==> src/sv/ewma_pkg.sv <==
`default_nettype none

package ewma_pkg;

	// Fixed field and state widths
	localparam int unsigned CH_W     = 8;
	localparam int unsigned SAMPLE_W = 16;
	localparam int unsigned SAMP_MAX = 24;   // widest sample the datapath carries
	localparam int unsigned ALPHA_W  = 16;
	localparam int unsigned MEAN_W   = 32;
	localparam int unsigned VAR_W    = 48;
	localparam int unsigned MEM_W    = MEAN_W + VAR_W;
	localparam int unsigned DELTA_W  = SAMP_MAX + 17;
	localparam int unsigned STAT_W   = 25;
	localparam int unsigned ROOT_W   = 24;
	localparam int unsigned SUM_W    = 43;

	localparam logic [VAR_W-1:0] VAR_MAX = '1;

	// Configuration register indexes (paddr[2])
	localparam logic REG_ALPHA = 1'b0;
	localparam logic REG_MODE  = 1'b1;

	// Output mode codes
	localparam logic MODE_MEAN = 1'b0;
	localparam logic MODE_DEV  = 1'b1;

	typedef struct packed {
		logic [ALPHA_W-1:0] alpha;
		logic               mode;
	} cfg_t;

	typedef struct packed {
		logic             start;
		logic [VAR_W-1:0] radicand;
	} sqrt_req_t;

	typedef struct packed {
		logic              done;
		logic [ROOT_W-1:0] root;
	} sqrt_rsp_t;

	typedef enum logic [3:0] {
		ST_IDLE,
		ST_LOAD,
		ST_MUL_LO,
		ST_MUL_HI,
		ST_MUL_M,
		ST_MUL_TM,
		ST_TERM,
		ST_SUM,
		ST_SCL_LO,
		ST_SCL_HI,
		ST_VAR,
		ST_WRITE,
		ST_ROOT,
		ST_DONE
	} state_t;

	// Saturate a signed sum to the signed 32-bit mean range
	function automatic logic [MEAN_W-1:0] sat_mean(input logic signed [SUM_W-1:0] x);
		logic hi_ok;
		logic lo_ok;
		hi_ok = (x[SUM_W-1:MEAN_W-1] == '0);
		lo_ok = (x[SUM_W-1:MEAN_W-1] == '1);
		if (hi_ok || lo_ok) begin
			sat_mean = x[MEAN_W-1:0];
		end else if (x[SUM_W-1]) begin
			sat_mean = {1'b1, {(MEAN_W-1){1'b0}}};
		end else begin
			sat_mean = {1'b0, {(MEAN_W-1){1'b1}}};
		end
	endfunction

endpackage

`default_nettype wire

==> src/sv/ewma_cfg.sv <==
`default_nettype none

module ewma_cfg (
	input  wire logic        clk,
	input  wire logic        arst_n,
	input  wire logic        psel,
	input  wire logic        penable,
	input  wire logic        pwrite,
	input  wire logic [2:0]  paddr,
	input  wire logic [31:0] pwdata,
	output logic      [31:0] prdata,
	output logic             pready,
	output ewma_pkg::cfg_t   cfg
);

	logic [ewma_pkg::ALPHA_W-1:0] alpha_q;
	logic                         mode_q;
	logic                         wr_en;

	assign pready = 1'b1;
	assign wr_en  = psel && penable && pwrite;

	// register writes in the access phase
	always_ff @(posedge clk or negedge arst_n) begin
		if (!arst_n) begin
			alpha_q <= ewma_pkg::ALPHA_W'(2);
			mode_q  <= ewma_pkg::MODE_MEAN;
		end else if (wr_en) begin
			unique case (paddr[2])
				ewma_pkg::REG_ALPHA: alpha_q <= pwdata[ewma_pkg::ALPHA_W-1:0];
				ewma_pkg::REG_MODE:  mode_q  <= pwdata[0];
				default: ;
			endcase
		end
	end

	// read mux
	always_comb begin
		unique case (paddr[2])
			ewma_pkg::REG_ALPHA: prdata = {{(32-ewma_pkg::ALPHA_W){1'b0}}, alpha_q};
			ewma_pkg::REG_MODE:  prdata = {31'b0, mode_q};
			default:             prdata = '0;
		endcase
	end

	assign cfg.alpha = alpha_q;
	assign cfg.mode  = mode_q;

endmodule

`default_nettype wire

==> config.mk <==
export PLATFORM = sky130hd
export DESIGN_NAME = ewma_cfg
export DESIGN_NICKNAME = d
export VERILOG_FILES = /design/src/sv/ewma_pkg.sv /design/src/sv/ewma_cfg.sv
export SDC_FILE = /design/constraint.sdc
export NUM_CORES = 1
export LEC_CHECK = 0
export ABC_CLOCK_PERIOD_IN_PS = 900
export BUFFER_PORTS_ARGS = -buffer_cell sky130_fd_sc_hd__buf_2
export CAP_MARGIN = 25
export CORE_MARGIN = 4
export CORE_UTILIZATION = 36
export CTS_CLUSTER_SIZE = 25
export DETAILED_ROUTE_END_ITERATION = 10
export GPL_TIMING_DRIVEN = 0
export HOLD_SLACK_MARGIN = 0.03
export PLACE_DENSITY = 0.79
export REMOVE_ABC_BUFFERS = 1
export SYNTH_ARGS = -nofsm -noshare
export SYNTH_HDL_FRONTEND = slang
export SYNTH_SLANG_ARGS = --single-unit
export TNS_END_PERCENT = 50
==> constraint.sdc <==
create_clock -name clk -period 0.9 [get_ports clk]
set_input_delay 0.18 -clock clk [delete_from_list [all_inputs] [get_ports clk]]
set_output_delay 0.18 -clock clk [all_outputs]
set_load 0.05 [all_outputs]
; ---- Word level (Yosys, flattened, before mapping)
; Index checks and enable logic that the tools add are counted.
[word_totals]
in_bits = 40
output_inout_bits = 50
ff_bits = 17
wordCells = 8
[classes]
muxes = 1
n_bitwise = 1
reduce_logical = 4
[ops]
columns = operator, count
row1 = $pmux W32 S2, 1
row2 = $reduce_and A2 Y1, 2
row3 = $logic_and A1 B1 Y1, 2
row4 = $not A1 Y1, 1

; ---- Logic depth before layout (Yosys ltp)
; Gate-level depths: netlist (run 1).
[logic_depth]
word_depth = 3
mapped_depth = 3

; ---- Worst setup path after synthesis (run 1)
; OpenSTA, ideal clock, no wires.
[synth_timing]
path_kind = register -> output
from = register alpha_q[14] in the netlist's numbering
to = output prdata[14]
setup_slack_ps = -684
required_ps = 720
stages_incl_launch_ff = 2
arrival_ps = 1404
cell_sequence = dfrtp_1 nor2b_1
[synth_via]
elab_chain_len = 1
[synth_lines]
columns = element, line
row1 = start: declaration, ewma_cfg.sv:16  ; logic [ewma_pkg::ALPHA_W-1:0] alpha_q;
row2 = start signal: assignment, ewma_cfg.sv:26  ; alpha_q <= ewma_pkg::ALPHA_W'(2);
row3 = start signal: assignment, ewma_cfg.sv:30  ; ewma_pkg::REG_ALPHA: alpha_q <= pwdata[ewma_pkg::ALPHA_W-1:0];
row4 = $pmux W32 S2, ewma_cfg.sv:39  ; unique case (paddr[2])
row5 = end: declaration, ewma_cfg.sv:11  ; output logic [31:0] prdata,
; Every way passes these cells. The select of a mux whose other input is x is not followed.

; ---- Worst setup path in the final report (run 1)
[layout_timing]
from = register alpha_q[1] in the netlist's numbering
to = output prdata[1]
; The elaborated chain is that of the path after synthesis.

==> impl_results.md, run 1 <==
- Status: finished with violations
- Failing checks: negative setup slack
- TritonCTS clock tree: done
- Final Net Count: 191
- CP Capture Type: output pin
- Fin Hold WS: 0.116 ns
- Final critical-path share of the clock period: 147%
- Core Area: 2500 sq um
- Crit Path Max Fanout: 2
- Worst-path clk slew: 0.09 ns
- RSZ-0062 raised after global routing: yes
- Asr flop ratio synth: 100%
- Reg2Reg Setup Slack: -0.12 ns
- Longest Clk Path Bufs: 2
- Setup ws final: -0.427 ns
- Fraction of layout cells with a size suffix above 1: 73.3%
- Root Driver: clkbuf_4
- Final-report hold violation count: 0
- Setup-failing EPs final: 49
- CTS Sinks: 17
- Post-synth top area share: 41.9%
- DR vias: 767
- Worst skew pair latency: 0.29 ns
- Critical Path AT: 1.15 ns
- CTS Buf Count: 3
- Max-cap viol count: 0
- Routability cong.: 0.637
- Pin count of the biggest net entering global routing: 19
- Die area: 3540 sq um
- Rows: 18
- Placed Area: 1170 sq um
- Max-slew violations: 0
- Clock skew: 0 ns
- H-tree levels: 1
- Initial antenna violation count: 0
- Worst setup SP type: flip-flop
- Port Buf Inserts: 54
- First-pass GRT wire length: 3540 microns
- Commonest cells in the synthesized netlist: buf_4, dfrtp_1, mux2_4, nor2b_1, mux2_2
- WS Path Type: reg2out
- Detailed Route WL: 2580 microns
- Leakage: 0.934 nW
- Worst Path Required: 0.72 ns
- Peak VDD IR: 0.00154 V
- Final min period: 1.33 ns
- Ys Warns: 0
- Leading area contributor after synthesis: dfrtp_1
- Syn Area/Cell: 12.9 sq um
- Sequential fraction of the synthesis area: 44.7%
- Yosys reg bits: 17
- Detail Placement HPWL: 1540 microns
- Finished Core Util: 69.0%
- Die width: 59.5 microns
- Post-Syn Area: 955 sq um
- Die Y: 59.5 microns
- Count of antenna diodes in the layout: 0
- DR iter-0 viols: 22
- Synth-to-layout area growth: 80.6%
- Fmax: 753 MHz
- Yosys cell types: 12
- PD cells: 2460 nW/um^2
- Gr usage total: 13.4%
- Via/cell ratio: 4.26
- Mapped Cells: 74
- Grt total ovfl: 0
- Final instance area: 1720 sq um
- Initial Util: 38.2%
- Count leader, synth: buf_4
- DRC violations left: 0
- Number of global-route vias before repair: 722
- Drt wl/cell: 14.3 microns
- DRT antenna net count: 0
- Worst Hold Class: in2reg
- Synth top area cells: dfrtp_1, mux2_4, buf_4, mux2_2, nor2b_1
- DRT Pass-1 Iters: 4
- Boundary pin count: 90
- Main flop type after synthesis: dfrtp_1
- Post-synth EDFFs: 0
==> metrics by stage <==
stage / cells / setup TNS, ns / setup slack, ns / total power, mW
floorplan: 69 / -10.77 / -0.684 / 2.49
global placement: 153 / -9.50 / -0.484 / 2.86
detailed placement: 153 / -10.20 / -0.515 / 2.89
CTS: 165 / -9.39 / -0.407 / 3.86
global route: 180 / -12.22 / -0.476 / 4.42
finish: 180 / -9.97 / -0.427 / 4.25
==> flip-flops by register name (all words and copies together) (netlist names) <==
name / cells
mode_q: 1
alpha_q: 16
==> critical path, stage by stage, from the launching register on <==
cell and delay, ns:
dfstp_2 0.55, and2b_1 0.15, buf_6 0.16
==> area by class of cell <==
cell class              instances  area [sq um]
clock inverters                 1          5.00
flip-flops and latches         17           427
fillers                       175           776
well taps                      30          37.5
clock buffers                   3          22.5
multi-input cells              52           509
repair buffers                 77           723
==> where the power goes <==
group	total, mW	internal, mW	switching (mW)
combinational	2.77	1.24	1.53
clock	0.394	0.165	0.228
sequential	1.08	0.940	0.142
==> final timing paths <==
path,startpoint,to,cells after the start
setup / recovery,alpha_q[1],prdata[1],2
hold / removal,pwdata[11],alpha_q[11],2
setup reg to reg,alpha_q[14],alpha_q[14],3
hold reg to reg,alpha_q[12],alpha_q[12],1
max in group asynchronous,arst_n,alpha_q[1],2
min in group asynchronous,arst_n,alpha_q[4],2
==> cells by family (layout without fill, tap and decap cells) <==
group	Yosys count	after routing	synth area share (%)
other cells	2	17	0.787
simple gates	17	17	13.6
mux	18	18	25.2
buf+inv	20	81	15.7
flops	17	17	44.7
==> per-layer routing <==
metal | GRT usage (%) | share of wire, % | vias to the layer above
li1 | - | - | 364
met1 | 14.5 | 34 | 358
met2 | 23.7 | 56 | 43
met3 | 6.32 | 10 | 2
met4 | 2.85 | 0.27 | 0
met5 | 0 | 0 | -
==> layout by cell type (no fill, tap or decap), types with 3 or more instances in the layout <==
| cell | instances |
|---|---|
| buf_6 | 32 |
| buf_2 | 20 |
| conb_1 | 17 |
| dfrtp_1 | 16 |
| buf_4 | 15 |
| nor2b_4 | 10 |
| mux2_4 | 10 |
| mux2_2 | 8 |
| buf_8 | 8 |
| and2b_1 | 5 |
| clkbuf_4 | 3 |
==> what timing repair did <==
item | CTS | global route
setup buffers | 7 | 17
endpoints found under the hold margin | 16 | 0
endpoints found under the setup margin | 49 | 50
gates resized for setup | 79 | 26
hold buffers | 1 | 0
Note: power is estimated with default switching activity, not from simulation.
==> run 2, diff against run 1 <==
--- a/config.mk
+++ b/config.mk
@@ -16,6 +16,7 @@
 export HOLD_SLACK_MARGIN = 0.03
 export PLACE_DENSITY = 0.79
 export REMOVE_ABC_BUFFERS = 1
+export SETUP_SLACK_MARGIN = 0.4
 export SYNTH_ARGS = -nofsm -noshare
 export SYNTH_HDL_FRONTEND = slang
 export SYNTH_SLANG_ARGS = --single-unit
==> impl_results.md, run 2 (same netlist as run 1, synthesis figures left out) <==
- Max-cap viol count: 0 (unchanged)
- Crit Path Max Fanout: 2 (unchanged)
- Register area: 427 sq um (unchanged)
- DR vias: 767 (unchanged)
- Count of antenna diodes in the layout: 0 (unchanged)
- DRC violations left: 0 (unchanged)
- RSZ-0062 raised after global routing: yes
- Clk pwr share: 9.2% (about the same)
- DRT Pass-1 Iters: 2 (-2)
- CTS Sinks: 17 (unchanged)
- Leakage: 0.935 nW (about the same)
- Setup ws final: -0.402 ns (+0.0258 ns)
- R2R depth: 3 (unchanged)
- TritonCTS clock tree: done
- Pre-CTS setup slack: -0.515 ns (unchanged)
- Drt wl/cell: 14.6 microns (+2.0%)
- Initial antenna violation count: 0 (unchanged)
- Die area: 3540 sq um (unchanged)
- Rows: 18 (unchanged)
- Via/cell ratio: 4.26 (unchanged)
- Setup-failing EPs final: 49 (unchanged)
- Switch share: 44.8% (-0.084 points)
- DRT antenna net count: 0 (unchanged)
- Final-report hold violation count: 16 (+16)
- Boundary pin count: 90 (unchanged)
- Seq pwr share: 25.4% (about the same)
- Peak VDD IR: 0.00156 V (+1.5%)
- Fraction of layout cells with a size suffix above 1: 74.0% (+0.67 points)
- Commonest non-fill, non-tap cells in the layout: buf_6, buf_2, conb_1
- Port Buf Inserts: 54 (unchanged)
- Grt met2 use: 24.3% (+0.62 points)
- Fin Hold WS: -0.207 ns (-0.323 ns)
- H-tree levels: 1 (unchanged)
- Internal: 2.35 mW (+0.37%)
- First-pass GRT wire length: 3590 microns (+1.4%)
- Worst Path Required: 0.72 ns (about the same)
- Cell depth of the worst setup path: 2 (unchanged)
- Crit-path cells: and2b_1 > buf_6
- Max-slew violations: 0 (unchanged)
- Footprint of the multi-input gates: 509 sq um (unchanged)
- DR iter-0 viols: 24 (+9.1%)
- Core Area: 2500 sq um (unchanged)
- Slowest-stage cell, CP: dfstp_2
- Die width: 59.5 microns (unchanged)
- P_sw: 1.90 mW (about the same)
- CP Capture Type: output pin
- TNS Setup: -10.17 ns (-0.203 ns)
- Initial Util: 38.2% (unchanged)
- Worst path buffer plus inverter count: 1 (unchanged)
- Grt total ovfl: 0 (unchanged)
- Worst Hold Class: in2async
- Gate power share: 65.4% (about the same)
- Pin count of the biggest net entering global routing: 19 (unchanged)
- Worst skew pair latency: 0.28 ns (about the same)
- Fmax: 768 MHz (+2.0%)
- Clock skew: 0 ns (unchanged)
- Worst Setup SP: alpha_q[1]
- Routability cong.: 0.637 (unchanged)
- PD cells: 2470 nW/um^2 (+0.36%)
- Worst-path clk slew: 0.09 ns (about the same)
- Most used routing layer: met2
- Number of global-route vias before repair: 730 (+1.1%)
- Largest stage delay, worst path: 0.55 ns (about the same)
- Failing checks: negative hold slack, negative setup slack
- Met3 Resource Use GR: 6.32% (unchanged)
- WS Path Type: reg2out
- Grt met1 use: 14.6% (+0.14 points)
- Worst setup SP type: flip-flop
- Longest Clk Path Bufs: 2 (unchanged)
- Fill count: 176 (+0.57%)
- Synth-to-layout area growth: 80.3%
- Final critical-path share of the clock period: 145% (-2.9 points)
- CP top delay family: flip-flops
- Final Net Count: 191 (unchanged)
- RR Endpoint: alpha_q[14]
- Max reg flops: 16 (unchanged)
- Detailed Route WL: 2630 microns (+2.0%)
- Gr usage total: 13.6% (+0.23 points)
- CP Capture Point: prdata[1]
- Total power draw: 4.25 mW (+0.22%)
- Reg2Reg Setup Slack: -0.12 ns (about the same)
- Status: finished with violations
- CTS Buf Count: 3 (unchanged)
- Worst r2r src: alpha_q[14]
- Most flops, register: alpha_q
- Top flop regs: alpha_q (16), mode_q (1)
- Detail Placement HPWL: 1540 microns (unchanged)
- Final instance area: 1720 sq um (-0.14%)
- Die Y: 59.5 microns (unchanged)
- Critical Path AT: 1.12 ns (-0.03 ns)
- Final min period: 1.30 ns (-0.0258 ns)
- Finished Core Util: 68.9% (-0.10 points)
- Placed Area: 1170 sq um (unchanged)
- Most common cell after layout, fill and taps aside: buf_6
- Root Driver: clkbuf_4
## run 2: final cells by class
type / count / area share, %
well taps: 30 / 2.18
clock buffers: 3 / 1.31
flip-flops and latches: 17 / 24.8
multi-input cells: 52 / 29.6
clock inverters: 1 / 0.291
repair buffers: 77 / 41.9
## run 2: through the flow
step / hold slack, ns / cells
finish: -0.207 / 180
CTS: -0.208 / 164
global placement: 0.120 / 153
detailed placement: 0.122 / 153
floorplan: -0.116 / 69
global route: -0.191 / 180
## run 2: per-layer routing
metal	wire length (microns)	vias up
met5	0	-
met4	7	0
met3	253	2
met2	1480	41
met1	891	363
li1	-	361
## run 2: timing repair
action | 4_1_cts | 5_1_grt
resized for setup | 79 | 26
cloned | 0 | 0
hold endpoints to repair | 16 | 16
endpoints found under the setup margin | 50 | 50
buffers inserted | 7 | 16
## run 2: worst min path at each step
stage,from,cells past startpoint,endpoint,slack (ns)
2_1_floorplan,arst_n,0,alpha_q[0],-0.12
3_3_place_gp,arst_n,1,alpha_q[6],0.12
4_1_cts,arst_n,1,alpha_q[4],-0.21
5_1_grt,arst_n,1,alpha_q[14],-0.19
6_report,arst_n,1,alpha_q[14],-0.21
3_5_place_dp,arst_n,1,alpha_q[4],0.12
## run 2: power by group through the flow
stage / Combinational [mW] / Sequential, mW / Clock, mW
after floorplan: 0.830 / 1.66 / 0
final: 2.78 / 1.08 / 0.391
after detailed placement: 1.82 / 1.07 / 0
after global routing: 2.89 / 1.10 / 0.445
after global placement: 1.80 / 1.05 / 0
after CTS: 2.34 / 1.08 / 0.432
