==> src/sv/ewma_ram.sv <==
`default_nettype none

module ewma_ram #(
	parameter int unsigned WIDTH = 8,
	parameter int unsigned DEPTH = 16,
	localparam int unsigned AW = (DEPTH > 1) ? $clog2(DEPTH) : 1
) (
	input  wire logic             clk,
	input  wire logic             we,
	input  wire logic [AW-1:0]    waddr,
	input  wire logic [WIDTH-1:0] wdata,
	input  wire logic             re,
	input  wire logic [AW-1:0]    raddr,
	output logic      [WIDTH-1:0] rdata
);

	logic [WIDTH-1:0] mem [DEPTH];

	// one write port, one registered read port
	always_ff @(posedge clk) begin
		if (we) begin
			mem[waddr] <= wdata;
		end
		if (re) begin
			rdata <= mem[raddr];
		end
	end

endmodule

`default_nettype wire

==> config.mk <==
export PLATFORM = sky130hd
export DESIGN_NAME = ewma_ram
export DESIGN_NICKNAME = d
export VERILOG_FILES = /design/src/sv/ewma_ram.sv
export SDC_FILE = /design/constraint.sdc
export NUM_CORES = 1
export LEC_CHECK = 0
export BUFFER_PORTS_ARGS = -buffer_cell sky130_fd_sc_hd__buf_4
export CORE_MARGIN = 2
export CORE_UTILIZATION = 45
export DETAILED_ROUTE_END_ITERATION = 8
export SYNTH_ARGS = -nofsm -noshare
export SYNTH_HDL_FRONTEND = slang
export SYNTH_SLANG_ARGS = --single-unit
export TNS_END_PERCENT = 30
==> constraint.sdc <==
create_clock -name clk -period 2.5 [get_ports clk]
set_input_delay 0.125 -clock clk [delete_from_list [all_inputs] [get_ports clk]]
set_output_delay 0.125 -clock clk [all_outputs]
set_load 0.01 [all_outputs]
# Word level (Yosys, flattened, before mapping)
# Memory sizes are Yosys's and may differ from the RTL's. A register that Yosys moved wholly into a read port is not among the register bits.
# Index checks and enable logic that the tools add are counted.
[word_totals]
register_bits = 0
word_cells = 3
memories = 1
ramBits = 128
[classes]
mux = 2
[mem_list]
columns = ["memory", "depth", "word_bits", "read_ports", "rd_clocked_by_memory_dff", "wr", "line_no", "rtl"]
rows = [
  ["mem", 16, 8, 1, 1, 1, "17", "logic [WIDTH-1:0] mem [DEPTH];"],
]
[op_table]
columns = ["operator", "n"]
rows = [
  ["two-way mux 1 bit", 2],
]

# Logic depth before layout (Yosys ltp)
# Gate-level depths: netlist of run 1.
[depth]
ltp_word = 2
mapped_depth = 5
depth_no_buf = 3

# Worst setup path after synthesis of run 1
# OpenSTA, ideal clock, no wires.
[synth_timing]
kind = "input-to-reg"
startpoint = "in waddr[2]"
endpoint = "mem mem[0][0], enable pin"
path_buffers = 0
stages = 2
slack_ns = 0.882
t_arrival_ns = 1.235
t_required_ns = 2.117
setup_ns = 0.383
path_cell_list = "or3b_2 -> nor3_1"
[synth_lines]
columns = ["element", "line_no", "rtl"]
rows = [
  ["start, declared", "10", "input wire logic [AW-1:0] waddr,"],
  ["end, declared", "17", ""],
]
# No word-level cell before the write port.

==> summary.md, run 1 <==
| Metric | Value |
|---|---|
| Status | `complete, no violations` |
| RSZ-0062 raised after global routing | `no` |
| Nets | `slightly above 300` |
| Post-synthesis mux area share | `about 15%` |
| Total Power | `roughly 5.6 mW` |
| Post-layout min period | `~1.6 ns` |
| Number of DRC markers in iteration 0 | `roughly 200` |
| Worst Setup End Kind | `flop` |
| Worst-path fanout max | `1` |
| Setup Skew | `a little under 0.006 ns` |
| Latest clock arrival within the worst-skew pair | `approximately 0.40 ns` |
| Rel. slew slack | `between 50% and 60%` |
| Setup TNS | `0 ns` |
| Cell Area, Synth | `5228 um^2` |
| Count leader, synth | `edfxtp_1` |
| CTS tree | `built` |
| Fraction of registers with async set/reset | `0%` |
| Io pins | `27` |
| Dominant cell type by area after synthesis | `edfxtp_1` |
| First-pass GRT wire length | `about 15 mm` |
| Layout cells sized above 1 | `31.86%` |
| Clock transition time at the flip-flop clock pins of the worst setup and hold paths | `0.05 ns` |
| Final cycle utilization of the critical path | `62.95%` |
| Row count | `39` |
| Leak | `around 2.1 nW` |
| Clock Power Share | `49.0%` |
| P_sw | `1.018 mW` |
| Post-synthesis compound-gate area fraction | `about 2.3%` |
| Place WS | `between 0.5 and 0.6 ns` |
| DRC errors left | `0` |
| Sw Share | `a little under a fifth` |
| CP startpoint kind | `flop` |
| PnR worst setup slack | `~0.93 ns` |
| Max Cap Viol | `0` |
| Combinational Power Share | `around 4.5%` |
| Largest family of logic cells by synthesized area | `multiplexers` |
| Total Wirelength | `roughly 10 mm` |
| Final setup fails | `0` |
| Int Pwr | `4.536 mW` |
| Vias | `between 2,000 and 2,500` |
| Die Wd | `~110 um` |
| Final RePlAce weighted congestion | `just under 0.7` |
| XOR/XNOR Fraction of Synth Area | `0%` |
| Starting density of the core | `between 40% and 50%` |
| Cell Pwr Density | `approximately 880 nW/um^2` |
| Wire per inst | `approximately 23 um` |
| Reg2Reg Launch Point | `mem[3][6]` |
| Post-DP HPWL | `between 6 and 7 mm` |
| Number of global-route vias before repair | `between 2,000 and 3,000` |
| Hold Crit Class | `primary input to flop` |
| Root buf cell | `clkbuf_16` |
| Antenna viol nets, final | `0` |
| Grt peak-use layer | `met2` |
| Grt ovf | `0` |
| WP data arrival | `1.69 ns` |
| Largest net degree at the start of global routing | `33` |
| Final instance area | `approximately 6300 um^2` |
| Met3 GRT Util | `roughly 4.7%` |
| Post-CTS setup buffers | `0` |
| H-tree depth | `4` |
| Post-DP Area | `5670 um^2` |
| Synth top area share | `between 70% and 80%` |
| Core Util, Final | `between 50 and 60%` |
| Cts bufs inserted | `17` |
| Buffers on Ports | `26` |
| # hold bufs at CTS | `0` |
| Simple logic cell fraction of the synthesized area | `~3.1%` |
| Hold_sp | `wdata[2]` |
| Adder-Cell Fraction of Synth Area | `0%` |
| Initial antenna violation count | `0` |
| Number of synthesized flops with an enable pin | `136` |
| Synth-to-layout area growth | `21.01%` |
| WP data required | `2.62 ns` |
| Critical path origin | `mem[3][6]` |
| Met1 capacity usage during global routing | `a little under a quarter` |
| DR pass1 iterations | `5` |
| CTS max path bufs | `2` |
| Post-synthesis cell count | `~230` |
| Actual slew at the worst max-slew pin | `0.6947 ns` |
| Die ar. | `around 12,000 um^2` |
| Yosys warns | `0` |
| Top cells by count, synth | `136 x edfxtp_1, 18 x mux4_2, 16 x a22oi_1, 14 x mux4_1, 13 x nor2_1` |
| Post-synthesis net count | `approximately 250` |
| Sequential fraction of the synthesis area | `between 70% and 80%` |
| Core ar. | `between 10,000 and 15,000 um^2` |
| Pins over their slew limit | `0` |
| Num Clock Sinks | `136` |
| Syn avg cell area | `~23 um^2` |
| Yosys reg bits | `about 140` |
| Post_cts resized | `0` |
| Final hold viol count | `0` |
| Flop pwr share | `between 40% and 50%` |
| Die H | `111.8 um` |
| Antenna Cells | `0` |
| Area contributors post-synth | `edfxtp_1 78%, mux4_2 7.8%, mux4_1 7.0%` |
| Top_reg_cell synth | `edfxtp_1` |
| Vias/cell | `5.639` |
| Crit path kind | `flop to flop` |
| Netlist cell types | `18` |
| Global routing usage on met2 | `approximately 28%` |
| F_max | `roughly 0.64 GHz` |
| Gr usage total | `17.46%` |
| Worst VDD drop | `roughly 0.45 mV` |
power groups by stage:
stage	Combinational [mW]	Clock, mW	Sequential (mW)
2_1_floorplan	0.130	0	2.63
3_3_place_gp	0.249	0	2.63
3_5_place_dp	0.253	0	2.63
4_1_cts	0.253	2.76	2.59
5_1_grt	0.270	2.87	2.59
6_report	0.248	2.72	2.58
critical path: stages, from the launching register on:
cell	delay, ns
edfxtp_1	0.35
mux4_2	0.47
a22oi_1	0.28
nand2_1	0.18
cells in the final DEF, fill, tap and decap left out:
cell,count
or3b_2,1
buf_12,1
nor2b_1,1
clkinv_4,1
and2_1,1
nand2b_1,2
clkbuf_16,17
and2b_1,1
nor2_1,13
clkinv_1,1
clkinvlp_4,3
nor3_1,4
mux4_2,18
mux4_1,14
nand3_1,1
a22oi_1,16
nand2_1,9
bufinv_16,6
buf_4,44
nand3b_1,2
clkinv_2,3
edfxtp_1,136
state kept, by name, indices dropped and copies added (netlist names):
register  count
rdata         8
mem         128
cell families (layout without fill, tap and decap cells):
kind of cell | after synthesis | in the layout
compound gates | 16 | 16
buf+inv | 10 | 76
flops | 136 | 136
mux | 32 | 32
simple gates | 35 | 35
metrics by stage:
step / hold slack [ns] / cells
after CTS: 0.01287 / 438
final: 0.02402 / 438
after floorplan: 0.2239 / 229
after global routing: 0.02707 / 438
after global placement: 0.4296 / 407
after detailed placement: 0.4384 / 407
worst paths after layout:
kind / end / slack, ns / depth (start not counted)
worst min-delay path: mem[15][2] / 0.02 / 1
worst min register to register: rdata[0] / 0.75 / 3
worst max-delay path: rdata[6] / 0.93 / 3
worst max register to register: rdata[6] / 0.93 / 3
final cells by class:
cell class | count | area, um^2
multi-input cells | 83 | 1057
repair buffers | 45 | 350.3
well taps | 143 | 178.9
clock inverters | 14 | 230.2
clock buffers | 17 | 425.4
fillers | 840 | 5044
flip-flops and latches | 136 | 4084
routing by layer:
layer / vias up / wire length, um / share of wire, %
met1: 1306 / 4247 / 42
met5: - / 0 / 0
met3: 10 / 459 / 4.6
met4: 0 / 108 / 1.1
met2: 68 / 5223 / 52
li1: 1086 / - / -
Note: power is estimated with default switching activity, not from simulation.
==> run 2, diff against run 1 <==
- clock period: 2.5 -> 1.4 ns (I/O delays scaled with it)
==> summary.md, run 2 (synthesis results as in run 1) <==
| Metric | Value |
|---|---|
| Status | `finished, violations left` |
| Failing checks | `negative setup slack` |
| Vias | `2,444 (-1.1%)` |
| CTS tree | `built` |
| Layout cells sized above 1 | `37.99% (+6.1 points)` |
| DR pass1 iterations | `4 (-1)` |
| Post-DP HPWL | `6.415 mm (about the same)` |
| Worst-path fanout max | `1 (unchanged)` |
| Initial antenna violation count | `0 (unchanged)` |
| Io pins | `27 (unchanged)` |
| Final RePlAce weighted congestion | `0.6913 (+0.45%)` |
| Footprint of the multi-input gates | `1075 um^2 (+1.7%)` |
| PnR worst setup slack | `-0.005286 ns (-0.9315 ns)` |
| Total Wirelength | `9.753 mm (-2.8%)` |
| WP data required | `1.55 ns (-1.07 ns)` |
| Leak | `2.171 nW (+1.0%)` |
| First-pass GRT wire length | `14.95 mm (-3.6%)` |
| Storage cell area | `4084 um^2 (unchanged)` |
| Post-layout min period | `1.405 ns (-0.1685 ns)` |
| Max reg flops | `128 (unchanged)` |
| Root buf cell | `clkbuf_16` |
| Post-DP Area | `5731 um^2 (+1.1%)` |
| Setup TNS | `-0.005286 ns (-0.005286 ns)` |
| Worst VDD drop | `0.8630 mV (+94%)` |
| Die ar. | `12,490 um^2 (unchanged)` |
| Core Util, Final | `56.85% (+1.2 points)` |
| Core ar. | `11,370 um^2 (unchanged)` |
| Met3 WL | `446 um (-2.8%)` |
| WP data arrival | `1.56 ns (-0.13 ns)` |
| Number of global-route vias before repair | `2,516 (-2.5%)` |
| Cell Pwr Density | `1516 nW/um^2 (+73%)` |
| F_max | `0.7116 GHz (+12%)` |
| Final cycle utilization of the critical path | `100.4% (+37 points)` |
| Most common cell after layout, fill and taps aside | `edfxtp_1` |
| Clock transition time at the flip-flop clock pins of the worst setup and hold paths | `0.06 ns (about the same)` |
| Final instance area | `6464 um^2 (+2.2%)` |
| Top layer in use | `met4` |
| Cts bufs inserted | `17 (unchanged)` |
| Die Wd | `111.8 um (unchanged)` |
| Biggest registers after layout | `mem: 128 flops, rdata: 8 flops` |
| Wire length on met2 | `4.696 mm (-10%)` |
| Die H | `111.8 um (unchanged)` |
| Setup Skew | `0.007024 ns (+0.001225 ns)` |
| CP startpoint kind | `flop` |
| Actual slew at the worst max-slew pin | `0.8708 ns (+0.1761 ns)` |
| RSZ-0062 raised after global routing | `yes` |
| Max Cap Viol | `0 (unchanged)` |
| Row count | `39 (unchanged)` |
| Place WS | `-0.2657 ns (-0.8577 ns)` |
| Num Clock Sinks | `136 (unchanged)` |
| Gr usage total | `16.64% (-0.81 points)` |
| DRC errors left | `0 (unchanged)` |
| Largest net degree at the start of global routing | `20 (-39%)` |
| Most frequent cells in the layout | `136 x edfxtp_1, 46 x buf_4, 28 x mux4_2` |
| Latest clock arrival within the worst-skew pair | `0.41 ns (about the same)` |
| Post-CTS setup buffers | `0 (unchanged)` |
| Hold Crit Class | `primary input to flop` |
| Number of DRC markers in iteration 0 | `171 (-16%)` |
| CTS max path bufs | `2 (unchanged)` |
| Rel. slew slack | `41.73% (-12 points)` |
| Synth-to-layout area growth | `23.65%` |
| H-tree depth | `4 (unchanged)` |
| Starting density of the core | `45.98% (unchanged)` |
| Final setup fails | `1 (+1)` |
| Pins over their slew limit | `0 (unchanged)` |
| Vias/cell | `5.419 (-3.9%)` |
| Nets | `315 (+4.3%)` |
| Antenna Cells | `0 (unchanged)` |
| Layout fillers | `849 (+1.1%)` |
| Grt ovf | `0 (unchanged)` |
| Crit path kind | `flop to flop` |
| Final hold viol count | `0 (unchanged)` |
| M1 WL | `4.440 mm (+4.5%)` |
| Top reg by flops | `mem` |
| Antenna viol nets, final | `0 (unchanged)` |
| Wire per inst | `21.63 um (-5.6%)` |
| Buffers on Ports | `26 (unchanged)` |
| Worst Setup End Kind | `flop` |
[run 2: changes by cell type in the layout (fill, tap and decap cells not counted), sizes merged]
cell and change:
inv +1, buf +4, dlygate4sd3 +9, clkinv +2, bufinv -1, clkinvlp -2
[run 2: final timing paths]
path / startpoint / cells after the start / slack (ns) / to
setup / recovery: mem[10][6] / 3 / -0.005 / rdata[6]
hold reg to reg: mem[7][2] / 3 / 0.75 / rdata[2]
hold / removal: waddr[0] / 3 / 0.19 / mem[0][1]
setup reg to reg: mem[10][6] / 3 / -0.005 / rdata[6]
[run 2: critical path, cell delays in order (launching register included)]
cell	delay (ns)
edfxtp_1	0.37
mux4_2	0.48
a22oi_2	0.23
nand2_1	0.07
[run 2: cell type report]
type | instances | share of cell area, %
Clock buffer | 17 | 6.581
Timing Repair Buffer | 58 | 7.666
Clock inverter | 14 | 3.175
Tap cell | 143 | 2.768
Multi-Input combinational cell | 83 | 16.63
Sequential cell | 136 | 63.18
[run 2: timing repair]
| action | 4_1_cts | 5_1_grt |
|---|---|---|
| cloned | 0 | 0 |
| resized for setup | 15 | 5 |
| hold buffers | 9 | 0 |
| setup endpoints to repair | 8 | 8 |
| hold endpoints to repair | 136 | 0 |
| pin swaps | 6 | 2 |
[run 2: where the power goes]
group / internal (mW) / total, mW / switching (mW)
combinational: 0.244 / 0.503 / 0.258
clock: 3.13 / 4.68 / 1.55
sequential: 4.59 / 4.62 / 0.0268
[run 2: routing by layer]
metal	up-vias	GRT usage, %
met2	64	25.13
met4	0	7.654
met3	14	3.811
met1	1260	23.39
met5	-	0
li1	1106	-
[run 2: metrics by stage]
step | hold WS (ns) | total power, mW | std cells
2_1_floorplan | 0.1689 | 4.932 | 229
3_3_place_gp | 0.3814 | 5.160 | 411
5_1_grt | 0.1867 | 10.12 | 451
4_1_cts | 0.1729 | 9.887 | 451
3_5_place_dp | 0.3801 | 5.167 | 411
6_report | 0.1855 | 9.796 | 451
==> run 3, diff against run 2 <==
- PLACE_DENSITY: unset -> 0.71
- clock period: 1.4 -> 1.59 ns (I/O delays scaled with it)
==> summary.md, run 3 (synthesis results as in run 1) <==
| Metric | Value |
|---|---|
| DRC errors left | `0 (unchanged)` |
| Biggest registers after layout | `mem: 128 flops, rdata: 8 flops` |
| Number of DRC markers in iteration 0 | `159 (-7.0%)` |
| Grt ovf | `0 (unchanged)` |
| Post-layout min period | `1.513 ns (+0.1075 ns)` |
| Layout cells sized above 1 | `34.08% (-3.9 points)` |
| Die ar. | `12,490 um^2 (unchanged)` |
| Crit path kind | `flop to flop` |
| First-pass GRT wire length | `15.85 mm (+6.0%)` |
| Most frequent cells in the layout | `136 x edfxtp_1, 52 x buf_4, 18 x mux4_2` |
| WP data arrival | `1.64 ns (+0.08 ns)` |
| Cell Pwr Density | `1293 nW/um^2 (-15%)` |
| Buffers on Ports | `26 (unchanged)` |
| Core Util, Final | `56.70% (-0.15 points)` |
| Final setup fails | `0 (-1)` |
| Io pins | `27 (unchanged)` |
| Gr usage total | `17.66% (+1.0 points)` |
| Synth-to-layout area growth | `23.31%` |
| CP startpoint kind | `flop` |
| CTS max path bufs | `2 (unchanged)` |
| Hold Crit Class | `primary input to flop` |
| Post-CTS setup buffers | `0 (unchanged)` |
| Vias | `2,553 (+4.5%)` |
| Initial antenna violation count | `0 (unchanged)` |
| Final RePlAce weighted congestion | `0.7330 (+6.0%)` |
| F_max | `0.6610 GHz (-7.1%)` |
| Row count | `39 (unchanged)` |
| Wire per inst | `22.27 um (+3.0%)` |
| Nets | `320 (+1.6%)` |
| Latest clock arrival within the worst-skew pair | `0.42 ns (about the same)` |
| Largest net degree at the start of global routing | `17 (-15%)` |
| Post-DP Area | `5771 um^2 (+0.70%)` |
| Worst-path fanout max | `1 (unchanged)` |
| DR pass1 iterations | `4 (unchanged)` |
| Worst VDD drop | `0.6378 mV (-26%)` |
| H-tree depth | `4 (unchanged)` |
| Pins over their slew limit | `0 (unchanged)` |
| Number of global-route vias before repair | `2,692 (+7.0%)` |
| Rel. slew slack | `73.04% (+31 points)` |
| Max reg flops | `128 (unchanged)` |
| Top reg by flops | `mem` |
| Leak | `2.196 nW (+1.1%)` |
| Status | `complete, no violations` |
| Die H | `111.8 um (unchanged)` |
| Clock transition time at the flip-flop clock pins of the worst setup and hold paths | `0.06 ns (about the same)` |
| RSZ-0062 raised after global routing | `no` |
| Die Wd | `111.8 um (unchanged)` |
| Antenna Cells | `0 (unchanged)` |
| Final cycle utilization of the critical path | `95.15% (-5.2 points)` |
| Post-DP HPWL | `6.543 mm (+2.0%)` |
| Final instance area | `6446 um^2 (-0.27%)` |
| WP data required | `1.72 ns (+0.17 ns)` |
| Most common cell after layout, fill and taps aside | `edfxtp_1` |
| Core ar. | `11,370 um^2 (unchanged)` |
| Total Wirelength | `10.18 mm (+4.4%)` |
| Setup Skew | `0.01962 ns (+0.01259 ns)` |
| Antenna viol nets, final | `0 (unchanged)` |
| Final hold viol count | `0 (unchanged)` |
| Root buf cell | `clkbuf_16` |
| Worst Setup End Kind | `flop` |
| CTS tree | `built` |
| Actual slew at the worst max-slew pin | `0.4043 ns (-0.4665 ns)` |
| Max Cap Viol | `0 (unchanged)` |
| Cts bufs inserted | `17 (unchanged)` |
| Starting density of the core | `45.98% (unchanged)` |
| Vias/cell | `5.586 (+3.1%)` |
| Num Clock Sinks | `136 (unchanged)` |
[run 3: cell types whose count changed in the layout (fill, tap and decap cells not counted), moves of 3 or more]
cell        before  now
mux4_1           4   14
mux4_2          28   18
a22oi_1          6   15
a22oi_2         10    1
buf_4           46   52
clkinvlp_4       1    7
inv_6            1    6
bufinv_16        5    2
clkinv_1         3    0
[run 3: path summary, 6_finish.rpt]
kind	startpoint	end	slack, ns	depth (start not counted)
max	mem[10][4]	rdata[4]	0.08	3
min	wdata[7]	mem[7][7]	0.002	1
max reg2reg	mem[10][4]	rdata[4]	0.08	3
min reg2reg	mem[11][2]	rdata[2]	0.74	3
[run 3: where the power goes]
part | switching, mW | internal [mW]
clock | 1.51 | 2.33
sequential | 0.0214 | 4.04
combinational | 0.223 | 0.210
[run 3: what timing repair did]
action,4_1_cts,5_1_grt
setup endpoints to repair,0,1
hold buffers,8,0
hold endpoints to repair,110,0
gates resized for setup,0,1
[run 3: per-layer routing]
layer	share of wire (%)	GRT usage, %	vias to the layer above	routed length, um
li1	-	-	1130	-
met3	6.3	4.790	14	638
met1	41	24.31	1314	4194
met4	1.7	6.749	0	169
met5	0	0	-	0
met2	51	27.35	95	5176
[run 3: area by class of cell]
class,instances,area [um^2]
Clock inverter,15,165.2
Sequential cell,136,4084
Fill cell,852,4923
Multi-Input combinational cell,83,1062
Tap cell,143,178.9
Clock buffer,17,425.4
Timing Repair Buffer,63,530.5
[run 3: per-stage QoR]
step / setup TNS [ns] / worst slack (ns) / power (mW) / hold slack (ns) / std cells
2_1_floorplan: 0 / 0.01763 / 4.342 / 0.1784 / 229
3_3_place_gp: -0.02719 / -0.02719 / 4.541 / 0.3809 / 417
3_5_place_dp: -0.05891 / -0.03908 / 4.556 / 0.3968 / 417
4_1_cts: 0 / 0.03846 / 8.400 / 0.007727 / 457
5_1_grt: 0 / 0.002003 / 8.611 / 0.003599 / 457
6_report: 0 / 0.07718 / 8.335 / 0.001877 / 457
[run 3: critical path, cell delays in order (launching register included)]
cell      delay [ns]
edfxtp_1        0.37
mux4_1          0.50
a22oi_1         0.29
nand2_1         0.09
