File: src/sv/ewma_pkg.sv
`default_nettype none

package ewma_pkg;

	// Fixed field and state widths
	localparam int unsigned CH_W     = 8;
	localparam int unsigned SAMPLE_W = 16;
	localparam int unsigned SAMP_MAX = 24;   // widest sample the datapath carries
	localparam int unsigned ALPHA_W  = 16;
	localparam int unsigned MEAN_W   = 32;
	localparam int unsigned VAR_W    = 48;
	localparam int unsigned MEM_W    = MEAN_W + VAR_W;
	localparam int unsigned DELTA_W  = SAMP_MAX + 17;
	localparam int unsigned STAT_W   = 25;
	localparam int unsigned ROOT_W   = 24;
	localparam int unsigned SUM_W    = 43;

	localparam logic [VAR_W-1:0] VAR_MAX = '1;

	// Configuration register indexes (paddr[2])
	localparam logic REG_ALPHA = 1'b0;
	localparam logic REG_MODE  = 1'b1;

	// Output mode codes
	localparam logic MODE_MEAN = 1'b0;
	localparam logic MODE_DEV  = 1'b1;

	typedef struct packed {
		logic [ALPHA_W-1:0] alpha;
		logic               mode;
	} cfg_t;

	typedef struct packed {
		logic             start;
		logic [VAR_W-1:0] radicand;
	} sqrt_req_t;

	typedef struct packed {
		logic              done;
		logic [ROOT_W-1:0] root;
	} sqrt_rsp_t;

	typedef enum logic [3:0] {
		ST_IDLE,
		ST_LOAD,
		ST_MUL_LO,
		ST_MUL_HI,
		ST_MUL_M,
		ST_MUL_TM,
		ST_TERM,
		ST_SUM,
		ST_SCL_LO,
		ST_SCL_HI,
		ST_VAR,
		ST_WRITE,
		ST_ROOT,
		ST_DONE
	} state_t;

	// Saturate a signed sum to the signed 32-bit mean range
	function automatic logic [MEAN_W-1:0] sat_mean(input logic signed [SUM_W-1:0] x);
		logic hi_ok;
		logic lo_ok;
		hi_ok = (x[SUM_W-1:MEAN_W-1] == '0);
		lo_ok = (x[SUM_W-1:MEAN_W-1] == '1);
		if (hi_ok || lo_ok) begin
			sat_mean = x[MEAN_W-1:0];
		end else if (x[SUM_W-1]) begin
			sat_mean = {1'b1, {(MEAN_W-1){1'b0}}};
		end else begin
			sat_mean = {1'b0, {(MEAN_W-1){1'b1}}};
		end
	endfunction

endpackage

`default_nettype wire

File: src/sv/ewma_isqrt.sv
`default_nettype none

module ewma_isqrt (
	input  wire logic           clk,
	input  wire logic           arst_n,
	input  ewma_pkg::sqrt_req_t req,
	output ewma_pkg::sqrt_rsp_t rsp
);

	localparam int unsigned RW  = ewma_pkg::ROOT_W;
	localparam int unsigned VW  = ewma_pkg::VAR_W;
	localparam int unsigned REMW = RW + 2;
	localparam int unsigned CW  = $clog2(RW);

	logic            busy_q;
	logic            done_q;
	logic [CW-1:0]   cnt_q;
	logic [VW-1:0]   rad_q;
	logic [REMW-1:0] rem_q;
	logic [RW-1:0]   root_q;

	logic [REMW-1:0] rem_sh;
	logic [REMW-1:0] trial;
	logic            fits;

	// one root bit per cycle: bring down two radicand bits, try root*4+1
	assign rem_sh = REMW'({rem_q, rad_q[VW-1:VW-2]});
	assign trial  = {root_q, 2'b01};
	assign fits   = (rem_sh >= trial);

	always_ff @(posedge clk or negedge arst_n) begin
		if (!arst_n) begin
			busy_q <= 1'b0;
			done_q <= 1'b0;
			cnt_q  <= '0;
		end else begin
			done_q <= 1'b0;
			if (req.start) begin
				busy_q <= 1'b1;
				cnt_q  <= CW'(RW - 1);
			end else if (busy_q) begin
				if (cnt_q == '0) begin
					busy_q <= 1'b0;
					done_q <= 1'b1;
				end else begin
					cnt_q <= cnt_q - 1'b1;
				end
			end
		end
	end

	// iteration registers
	always_ff @(posedge clk) begin
		if (req.start) begin
			rad_q  <= req.radicand;
			rem_q  <= '0;
			root_q <= '0;
		end else if (busy_q) begin
			rad_q  <= {rad_q[VW-3:0], 2'b00};
			rem_q  <= fits ? (rem_sh - trial) : rem_sh;
			root_q <= {root_q[RW-2:0], fits};
		end
	end

	assign rsp.done = done_q;
	assign rsp.root = root_q;

endmodule

`default_nettype wire

File: config.mk
export PLATFORM = sky130hd
export DESIGN_NAME = ewma_isqrt
export DESIGN_NICKNAME = d
export VERILOG_FILES = /design/src/sv/ewma_pkg.sv /design/src/sv/ewma_isqrt.sv
export SDC_FILE = /design/constraint.sdc
export NUM_CORES = 1
export LEC_CHECK = 0
export ABC_AREA = 1
export BUFFER_PORTS_ARGS = -buffer_cell sky130_fd_sc_hd__buf_2
export CORE_UTILIZATION = 58
export DETAILED_ROUTE_END_ITERATION = 7
export PLACE_DENSITY = 0.8
export SETUP_SLACK_MARGIN = 0.2
export SLEW_MARGIN = 20
export SYNTH_ARGS = -nofsm -noshare
export SYNTH_HDL_FRONTEND = slang
export SYNTH_SLANG_ARGS = --single-unit
File: constraint.sdc
create_clock -name clk -period 3.5 [get_ports clk]
set_input_delay 0.175 -clock clk [delete_from_list [all_inputs] [get_ports clk]]
set_output_delay 0.175 -clock clk [all_outputs]
set_load 0.01 [all_outputs]
# Yosys cells after proc, flatten, opt, wreduce, memory -nomap -nowiden
# Cells that the tools add are included.
# classes
add_sub_neg	2
order_cmp	1
eq_ne	1
n_mux	12
reduce_logical	3
# op_table
operator	count
$mux 48	2
$ge 26x26->1	1
$mux 24	1
$sub 24x24->24	1
$mux 5	3
$mux 1	6
$logic_not 5->1	1
$sub 5x1->5 const B	1
$ne 2x2->1 const B	1
$reduce_and 2->1	1
$reduce_bool 2->1	1
# word_totals
regBits	103
inputBits	51
output_inout_bits	25
elab_cells	25

# Logic depth before layout (Yosys ltp)
# Gate-level depths: netlist of run 1.
# depth
ltp_word	4
depth_mapped	17

# Worst setup path before layout of run 1
# No wires, ideal clock.
# synth_timing
kind	register -> register
from	reg busy_q
to	reg rad_q[0], enable pin
arrival_ns	2.248
required_ns	3.069
slack_ns	0.821
stages_incl_launch_ff	5
path_buffers	2
cell_sequence	dfrtp_1 nor2_1 buf_2 inv_1 buf_1
# synth_via
elab_chain_cells	1
# synth_lines
element	line	source
from (decl)	ewma_isqrt.sv:15	logic busy_q;
from (signal assigned)	ewma_isqrt.sv:33	busy_q <= 1'b0;
from (signal assigned)	ewma_isqrt.sv:39	busy_q <= 1'b1;
from (signal assigned)	ewma_isqrt.sv:43	busy_q <= 1'b0;
$reduce_bool 2->1 (no line)	-	
to (signal assigned)	ewma_isqrt.sv:55	rad_q <= req.radicand;
to (signal assigned)	ewma_isqrt.sv:59	rad_q <= {rad_q[VW-3:0], 2'b00};
to (decl)	ewma_isqrt.sv:18	logic [VW-1:0] rad_q;
# Every way passes these cells.
# A chain may end at the register's enable or synchronous reset.

# Final worst setup path of run 1
# layout_timing
from	reg root_q[2]
to	reg rem_q[20]
# layout_via
elab_chain_cells	2
word_cells_on_any_way	3
classes_between	add/sub: 1; order compare: 1; mux: 1
# layout_lines
element	line	source
from (decl)	ewma_isqrt.sv:20	logic [RW-1:0] root_q;
from (signal assigned)	ewma_isqrt.sv:61	root_q <= {root_q[RW-2:0], fits};
$sub 24x24->24 / $ge 26x26->1 (equally long branches)	ewma_isqrt.sv:60, ewma_isqrt.sv:29	
$mux 24 *	ewma_isqrt.sv:60	rem_q <= fits ? (rem_sh - trial) : rem_sh;
to (signal assigned)	ewma_isqrt.sv:60	
to (decl)	ewma_isqrt.sv:19	logic [REMW-1:0] rem_q;
# Mark *: on every way between the ends. The rest lies on a longest branch, timed or not.

==> summary.txt, run 1 <==
Run status
  • Status: complete, no violations

Power
  • Clock share of power: roughly 15%
  • Internal: 2.83 mW
  • Sequential share of power: ~30%
  • P_sw: 2.38 mW
  • Leakage power: 3.41 nW
  • Comb power frac: 54.4%
  • Peak supply drop: about 450 µV
  • Pwr/cell area: 800 mW/mm²
  • Sw frac: 45.7%

Global route
  • Vias in the first global route: roughly 4700
  • First-pass GRT wire length: 21000 µm
  • Routing usage on met1: 31.2%
  • Routing usage on met2: 44.9%
  • Grt ovf: 0
  • Total GRT Usage: 26.3%
  • Initial antenna violation count: 0
  • Largest net degree at the start of global routing: 56
  • Top Usage Layer GRT: met2
  • Global routing usage on met3: 7.66%

Route
  • DR WL/cell: ~13 µm
  • 1st-pass router iterations: 5
  • Initial DRC Count: 246
  • DR DRC count: 0
  • WL final: 12800 µm
  • DRT antenna net count: 0
  • Total number of vias: just over 5000
  • Via density: a little over 5

STA
  • Relative slew slack: 28.0%
  • Hold violation count in the final report: 0
  • Worst Hold Slack: 0.0376 ns
  • Tmin final: 2.76 ns
  • Slew @ Worst Pin: 1.08 ns
  • Final setup viols: 0
  • Pins Over Slew Limit: 0
  • RSZ-0062 raised after global routing: false
  • FMAX: between 300 and 400 MHz
  • Clock Skew: 0.0142 ns
  • Final TNS setup: 0 ns
  • Period Utilization, post-route: around four fifths

Clock tree
  • CTS max path bufs: 2
  • Post-CTS sizing: 0
  • TritonCTS clock tree: done
  • Clock transition at the registers of the reported paths: 0.11 ns
  • CTS sink cnt: 103
  • H-tree Lvls: 3
  • Clk_lat worst skew: 0.40 ns
  • Cts bufs inserted: 9
  • Root buffer cell: clkbuf_8

Placement
  • Post-DP HPWL: 9490 µm
  • Placed cells: about 1000
  • GP Congestion: around 0.96
  • PortBufs: 75

Hold path
  • Min-delay src: req[0]
  • Min-Delay Path Class: in -> reg

Critical path
  • Critical path capture point: rem_q[20]$_SDFFE_PP0P_
  • Reg2reg end: rem_q[20]$_SDFFE_PP0P_
  • Critical path's top delay family: simple AND/OR/NAND/NOR gates
  • CP arrival: 3.05 ns
  • R2R depth: 13
  • Worst setup SP type: flop
  • Reg2reg start: root_q[2]$_SDFFE_PP0P_
  • WP depth: 13
  • Cell chain of the critical path: inv_1 -> ha_1 -> nand2_1 -> inv_1 -> nand2_1 -> nand2_1 -> nand2_1 -> nand3_1 -> nand2_1 -> nand3_2 -> or2_1 -> nand3_1 -> nand2_1
  • CP Capture Type: flop
  • Max incr delay on CP: around 0.60 ns
  • Worst path most repeated cell: nand2_1
  • Crit path from: root_q[2]$_SDFFE_PP0P_
  • CP Data Required Time: 3.79 ns
  • Crit-path max FO: 39
  • CP bufs+invs: 2
  • Crit path kind: reg -> reg
  • Reg2Reg Setup Slack: 0.74 ns
  • Slowest CP cell: nand3_2

Run
  • Number of max-cap violations: 0

Finish
  • Fin nets: 930
  • Commonest cells after routing, fill and taps aside: nand2_1, inv_1, buf_2, edfxtp_1, dfxtp_1
  • Proportion of layout cells with a drive suffix above 1: approximately an eighth
  • Commonest non-fill, non-tap cell in the layout: nand2_1
  • FF/Latch Area: 0.00258 mm²
  • Finished Layout Cells: between 900 and 1000
  • Area Growth Syn to Fin: 11.7%
  • Fill cell count: 883
  • Multi-input logic area: between 0.002 and 0.003 mm²
  • # diodes: 0

Die
  • # rows: 36
  • Core Area: 0.00977 mm²
  • Horiz. Die Dim: just over 100 µm
  • Num ports: 76
  • Die height: 102 µm
  • Starting Density: 59.6%
  • Die area: 0.0105 mm²

Synth
  • Sequential share of the synthesized area: between 40% and 50%
  • Net count after synthesis: roughly 860
  • Gate Count Post-Synth: 784
  • Cell variety after synth: 40
  • Warnings, synthesis: 0
  • Post-synth EDFFs: 48
  • Async S/R FF share, synth: 6.80%
  • Synthesized area per cell: 7.44 µm²
  • Top FF cell, synth: edfxtp_1
  • Mapped Area: approximately 0.0058 mm²
  • Synthesis-stage register bit count: between 100 and 150
[cell usage after synthesis, types with 2 or more instances]
cell type / count / area, µm²
buf_4: 2 / 15.0
nand3_1: 46 / 230
dfxtp_1: 48 / 961
or2_1: 9 / 56.3
o21ai_0: 6 / 30.0
o22ai_1: 23 / 144
o21ai_1: 6 / 30.0
o211ai_1: 4 / 30.0
o21bai_1: 7 / 52.6
clkbuf_1: 11 / 41.3
buf_6: 2 / 22.5
xnor2_1: 6 / 52.6
nor2_1: 38 / 143
nor2_4: 3 / 33.8
buf_1: 7 / 26.3
inv_2: 5 / 18.8
nand4_1: 14 / 87.6
dfrtp_1: 7 / 175
and2_1: 3 / 18.8
edfxtp_1: 48 / 1440
nand2_2: 3 / 18.8
ha_1: 28 / 350
a21oi_1: 27 / 135
nor2_2: 2 / 12.5
nand2_1: 313 / 1170
nor3_1: 4 / 20.0
buf_2: 3 / 15.0
xor2_1: 5 / 43.8
inv_1: 93 / 349
[sequential cells by signal, indices dropped and copies added, names as in the netlist]
| register | flops |
|---|---|
| root_q | 24 |
| busy_q | 1 |
| done_q | 1 |
| rad_q | 48 |
| rem_q | 24 |
| cnt_q | 5 |
[worst reg2reg max path, stage by stage, from the launching register on]
cell	delay (ns)
dfxtp_1	0.36
inv_1	0.08
ha_1	0.34
nand2_1	0.16
inv_1	0.06
nand2_1	0.08
nand2_1	0.05
nand2_1	0.06
nand3_1	0.12
nand2_1	0.13
nand3_2	0.60
or2_1	0.49
nand3_1	0.08
nand2_1	0.06
[final cells by class]
| class | count | area share [%] |
|---|---|---|
| inverters | 99 | 5.71 |
| multi-input cells | 557 | 42.4 |
| flip-flops and latches | 103 | 39.6 |
| clock inverters | 7 | 1.35 |
| clock buffers | 9 | 1.90 |
| well taps | 133 | 2.56 |
| repair buffers | 81 | 6.50 |
[worst min path at each step]
stage / to / slack [ns] / cells past startpoint
floorplan: busy_q$_DFF_PN0_ / -0.12 / 0
finish: rad_q[0]$_SDFFCE_PN0P_ / 0.04 / 3
detailed placement: cnt_q[2]$_DFFE_PN0P_ / 0.02 / 1
global route: rad_q[22]$_DFFE_PP_ / 0.03 / 3
CTS: rad_q[0]$_SDFFCE_PN0P_ / 0.03 / 3
global placement: cnt_q[1]$_DFFE_PN0P_ / 0.01 / 1
[metrics by stage]
step           setup WS [ns]  power, mW  instance area [µm²]  util (%)
3_5_place_dp           0.763       4.40                 6290      64.3
6_report               0.737       5.21                 6510      66.6
3_3_place_gp           0.896       4.32                 6290      64.3
4_1_cts                0.734       5.20                 6510      66.6
5_1_grt                0.497       5.67                 6510      66.6
2_1_floorplan          0.821       3.86                 5830         -
[layer usage]
metal / wire [µm] / part of all wire (%)
met2: 6200 / 48
met5: 0 / 0
met3: 789 / 6.2
met1: 5520 / 43
met4: 299 / 2.3
[power groups by stage]
stage | clock network [mW] | registers (mW) | logic, mW
4_1_cts | 0.809 | 1.58 | 2.80
6_report | 0.792 | 1.58 | 2.83
5_1_grt | 0.858 | 1.60 | 3.21
3_5_place_dp | 0 | 1.61 | 2.79
3_3_place_gp | 0 | 1.60 | 2.72
2_1_floorplan | 0 | 1.57 | 2.29
[repair_timing]
item,CTS,global route
hold endpoints to repair,7,0
setup endpoints to repair,0,0
setup buffers,0,0
hold buffers,1,0
[kinds of logic (layout without fill, tap and decap cells)]
group / after synthesis / count (layout) / synth area share, %
AO/OA/AOI/OAI: 77 / 77 / 7.73
XOR/XNOR: 11 / 11 / 1.65
adder cells (fa/ha/maj): 28 / 28 / 6.01
buffers and inverters: 124 / 196 / 8.44
flip-flops: 103 / 103 / 44.2
AND/OR/NAND/NOR: 441 / 441 / 32.0
No activity file was read; power rests on OpenSTA's default activity.
==> run 2, diff against run 1 <==
- clock period: 3.5 -> 2.6 ns (I/O delays scaled with it)
==> summary.txt, run 2 (synthesis results as in run 1) <==
Die
  • # rows: 36 (unchanged)
  • Num ports: 76 (unchanged)
  • Die area: 0.0105 mm² (unchanged)
  • Starting Density: 59.6% (unchanged)
  • Horiz. Die Dim: 102 µm (unchanged)
  • Core Area: 0.00977 mm² (unchanged)
  • Die height: 102 µm (unchanged)

Global route
  • Total GRT Usage: 27.5% (was 26.3%)
  • Grt ovf: 0 (unchanged)
  • Initial antenna violation count: 0 (unchanged)
  • Vias in the first global route: 5013 (was 4701)
  • Largest net degree at the start of global routing: 54 (was 56)
  • First-pass GRT wire length: 22000 µm (was 21000 µm)

Hold path
  • Min-delay src: req[36] (was req[0])
  • Min-Delay Path Class: in -> reg (unchanged)

Placement
  • PortBufs: 75 (unchanged)
  • GP Congestion: 0.960 (was 0.964)
  • Placed cells: 978 (was 972)
  • Post-DP HPWL: 10200 µm (was 9490 µm)

Route
  • DR DRC count: 0 (unchanged)
  • Via density: 5.27 (was 5.11)
  • Total number of vias: 5239 (was 5058)
  • Initial DRC Count: 249 (was 246)
  • DR WL/cell: 13.6 µm (was 12.9 µm)
  • DRT antenna net count: 0 (unchanged)
  • WL final: 13500 µm (was 12800 µm)
  • 1st-pass router iterations: 5 (unchanged)

Power
  • Internal: 3.90 mW (was 2.83 mW)
  • Leakage power: 3.45 nW (was 3.41 nW)
  • Total power draw: 7.16 mW (was 5.21 mW)
  • Clock share of power: 14.2% (was 15.2%)
  • Sequential share of power: 30.0% (was 30.4%)
  • Peak supply drop: 436 µV (was 454 µV)
  • Sw frac: 45.6% (was 45.7%)
  • Pwr/cell area: 1090 mW/mm² (was 800 mW/mm²)
  • P_sw: 3.26 mW (was 2.38 mW)
  • Comb power frac: 55.8% (was 54.4%)

Critical path
  • CP Capture Type: flop (unchanged)
  • CP arrival: 2.52 ns (was 3.05 ns)
  • Reg2Reg Setup Slack: 0.39 ns (was 0.74 ns)
  • Crit path from: root_q[17]$_SDFFE_PP0P_ (was root_q[2]$_SDFFE_PP0P_)
  • CP Data Required Time: 2.92 ns (was 3.79 ns)
  • Reg2reg start: root_q[17]$_SDFFE_PP0P_ (was root_q[2]$_SDFFE_PP0P_)
  • Worst setup SP type: flop (unchanged)
  • Crit-path max FO: 27 (was 39)
  • Crit path kind: reg -> reg (unchanged)

STA
  • Hold violation count in the final report: 0 (unchanged)
  • Relative slew slack: 67.7% (was 28.0%)
  • RSZ-0062 raised after global routing: false (unchanged)
  • Final TNS setup: 0 ns (unchanged)
  • Pins Over Slew Limit: 0 (unchanged)
  • Slew @ Worst Pin: 0.480 ns (was 1.08 ns)
  • Tmin final: 2.21 ns (was 2.76 ns)
  • Clock Skew: 0.0125 ns (was 0.0142 ns)
  • Period Utilization, post-route: 84.9% (was 78.9%)
  • FMAX: 453 MHz (was 362 MHz)
  • Final setup viols: 0 (unchanged)

Finish
  • Finished Layout Cells: 995 (was 989)
  • Fin nets: 936 (was 930)
  • Reg with most FFs: rad_q (unchanged)
  • Fill cell count: 901 (was 883)
  • Commonest cells after routing, fill and taps aside: nand2_1, inv_1, buf_2, edfxtp_1, dfxtp_1 (unchanged)
  • Max reg flops: 48 (unchanged)
  • Top flop regs: rad_q: 48 flops, rem_q: 24 flops, root_q: 24 flops (unchanged)
  • # diodes: 0 (unchanged)
  • Proportion of layout cells with a drive suffix above 1: 14.3% (was 13.3%)
  • Commonest non-fill, non-tap cell in the layout: nand2_1 (unchanged)
  • Core Util, Final: 67.3% (was 66.6%)
  • Area Growth Syn to Fin: 12.9% (was 11.7%)
  • FF/Latch Area: 0.00258 mm² (unchanged)
  • Multi-input logic area: 0.00278 mm² (was 0.00276 mm²)

Clock tree
  • Cts bufs inserted: 9 (unchanged)
  • CTS sink cnt: 103 (unchanged)
  • Clk_lat worst skew: 0.38 ns (was 0.40 ns)
  • H-tree Lvls: 3 (unchanged)
  • Root buffer cell: clkbuf_8 (unchanged)
  • TritonCTS clock tree: done (unchanged)
  • Post-CTS setup buffers: 0 (unchanged)
  • Clock transition at the registers of the reported paths: 0.10 ns (was 0.11 ns)
  • CTS max path bufs: 2 (unchanged)

Run status
  • Status: complete, no violations (unchanged)

Run
  • Number of max-cap violations: 0 (unchanged)
## run 2: cell count changes in the layout (fill, tap and decap cells not counted), moves of 2 or more
cell        change
buf_4           +4
inv_8           -3
a21oi_1         -2
a21oi_2         +2
buf_12          +2
clkinv_1        +2
clkinvlp_4      -2
inv_6           +2
nand2_1         -2
nand2_2         +2
nor2_1          -2
## run 2: layout make-up
type	instances	area share, %
Clock buffer	10	1.94
Tap cell	133	2.53
Sequential cell	103	39.2
Clock inverter	6	0.913
Multi-Input combinational cell	557	42.3
Inverter	99	5.65
Timing Repair Buffer	87	7.49
## run 2: path summary, 6_finish.rpt
kind | to | cells after the start
worst max-delay path | rem_q[23]$_SDFFE_PP0P_ | 12
worst min-delay path | rad_q[36]$_DFFE_PP_ | 3
max in group asynchronous | cnt_q[2]$_DFFE_PN0P_ | 2
min in group asynchronous | cnt_q[1]$_DFFE_PN0P_ | 2
worst max register to register | rem_q[23]$_SDFFE_PP0P_ | 12
worst min register to register | rem_q[5]$_SDFFE_PP0P_ | 2
## run 2: metal layers
layer | track usage (%) | up-vias | routed length (µm)
li1 | - | 2669 | -
met1 | 32.6 | 2405 | 5870
met2 | 48.7 | 138 | 6660
met3 | 5.34 | 27 | 662
met4 | 11.2 | 0 | 346
met5 | 0 | - | 0
## run 2: power by group through the flow
stage | clock (mW) | sequential (mW) | combinational [mW]
finish | 1.02 | 2.15 | 4.00
global route | 1.10 | 2.17 | 4.52
CTS | 1.03 | 2.14 | 3.92
detailed placement | 0 | 2.17 | 3.90
global placement | 0 | 2.16 | 3.80
floorplan | 0 | 2.11 | 3.08
## run 2: worst max-delay path: stages (launching register included)
cell	delay (ns)
dfxtp_1	0.34
inv_1	0.07
ha_1	0.36
nand2_1	0.12
nor2_2	0.17
and3_1	0.22
nand4_4	0.14
nand3_2	0.15
buf_12	0.17
nand2_2	0.09
nor2_1	0.14
nor2_1	0.07
nor2_1	0.08
## run 2: per-stage QoR
| step | hold WS, ns | instance area (µm²) | worst slack [ns] |
|---|---|---|---|
| after floorplan | -0.166 | 5840 | 0.589 |
| after global placement | -0.0346 | 6360 | 0.450 |
| after detailed placement | -0.0319 | 6360 | 0.370 |
| after CTS | 0.00378 | 6560 | 0.364 |
| after global routing | 0.00318 | 6580 | 0.192 |
| final | 0.0120 | 6580 | 0.391 |
## run 2: repair_timing
action                                  CTS  global route
hold buffers                              1             0
endpoints found under the hold margin     7             0
gates resized for setup                   0             7
endpoints found under the setup margin    0             8
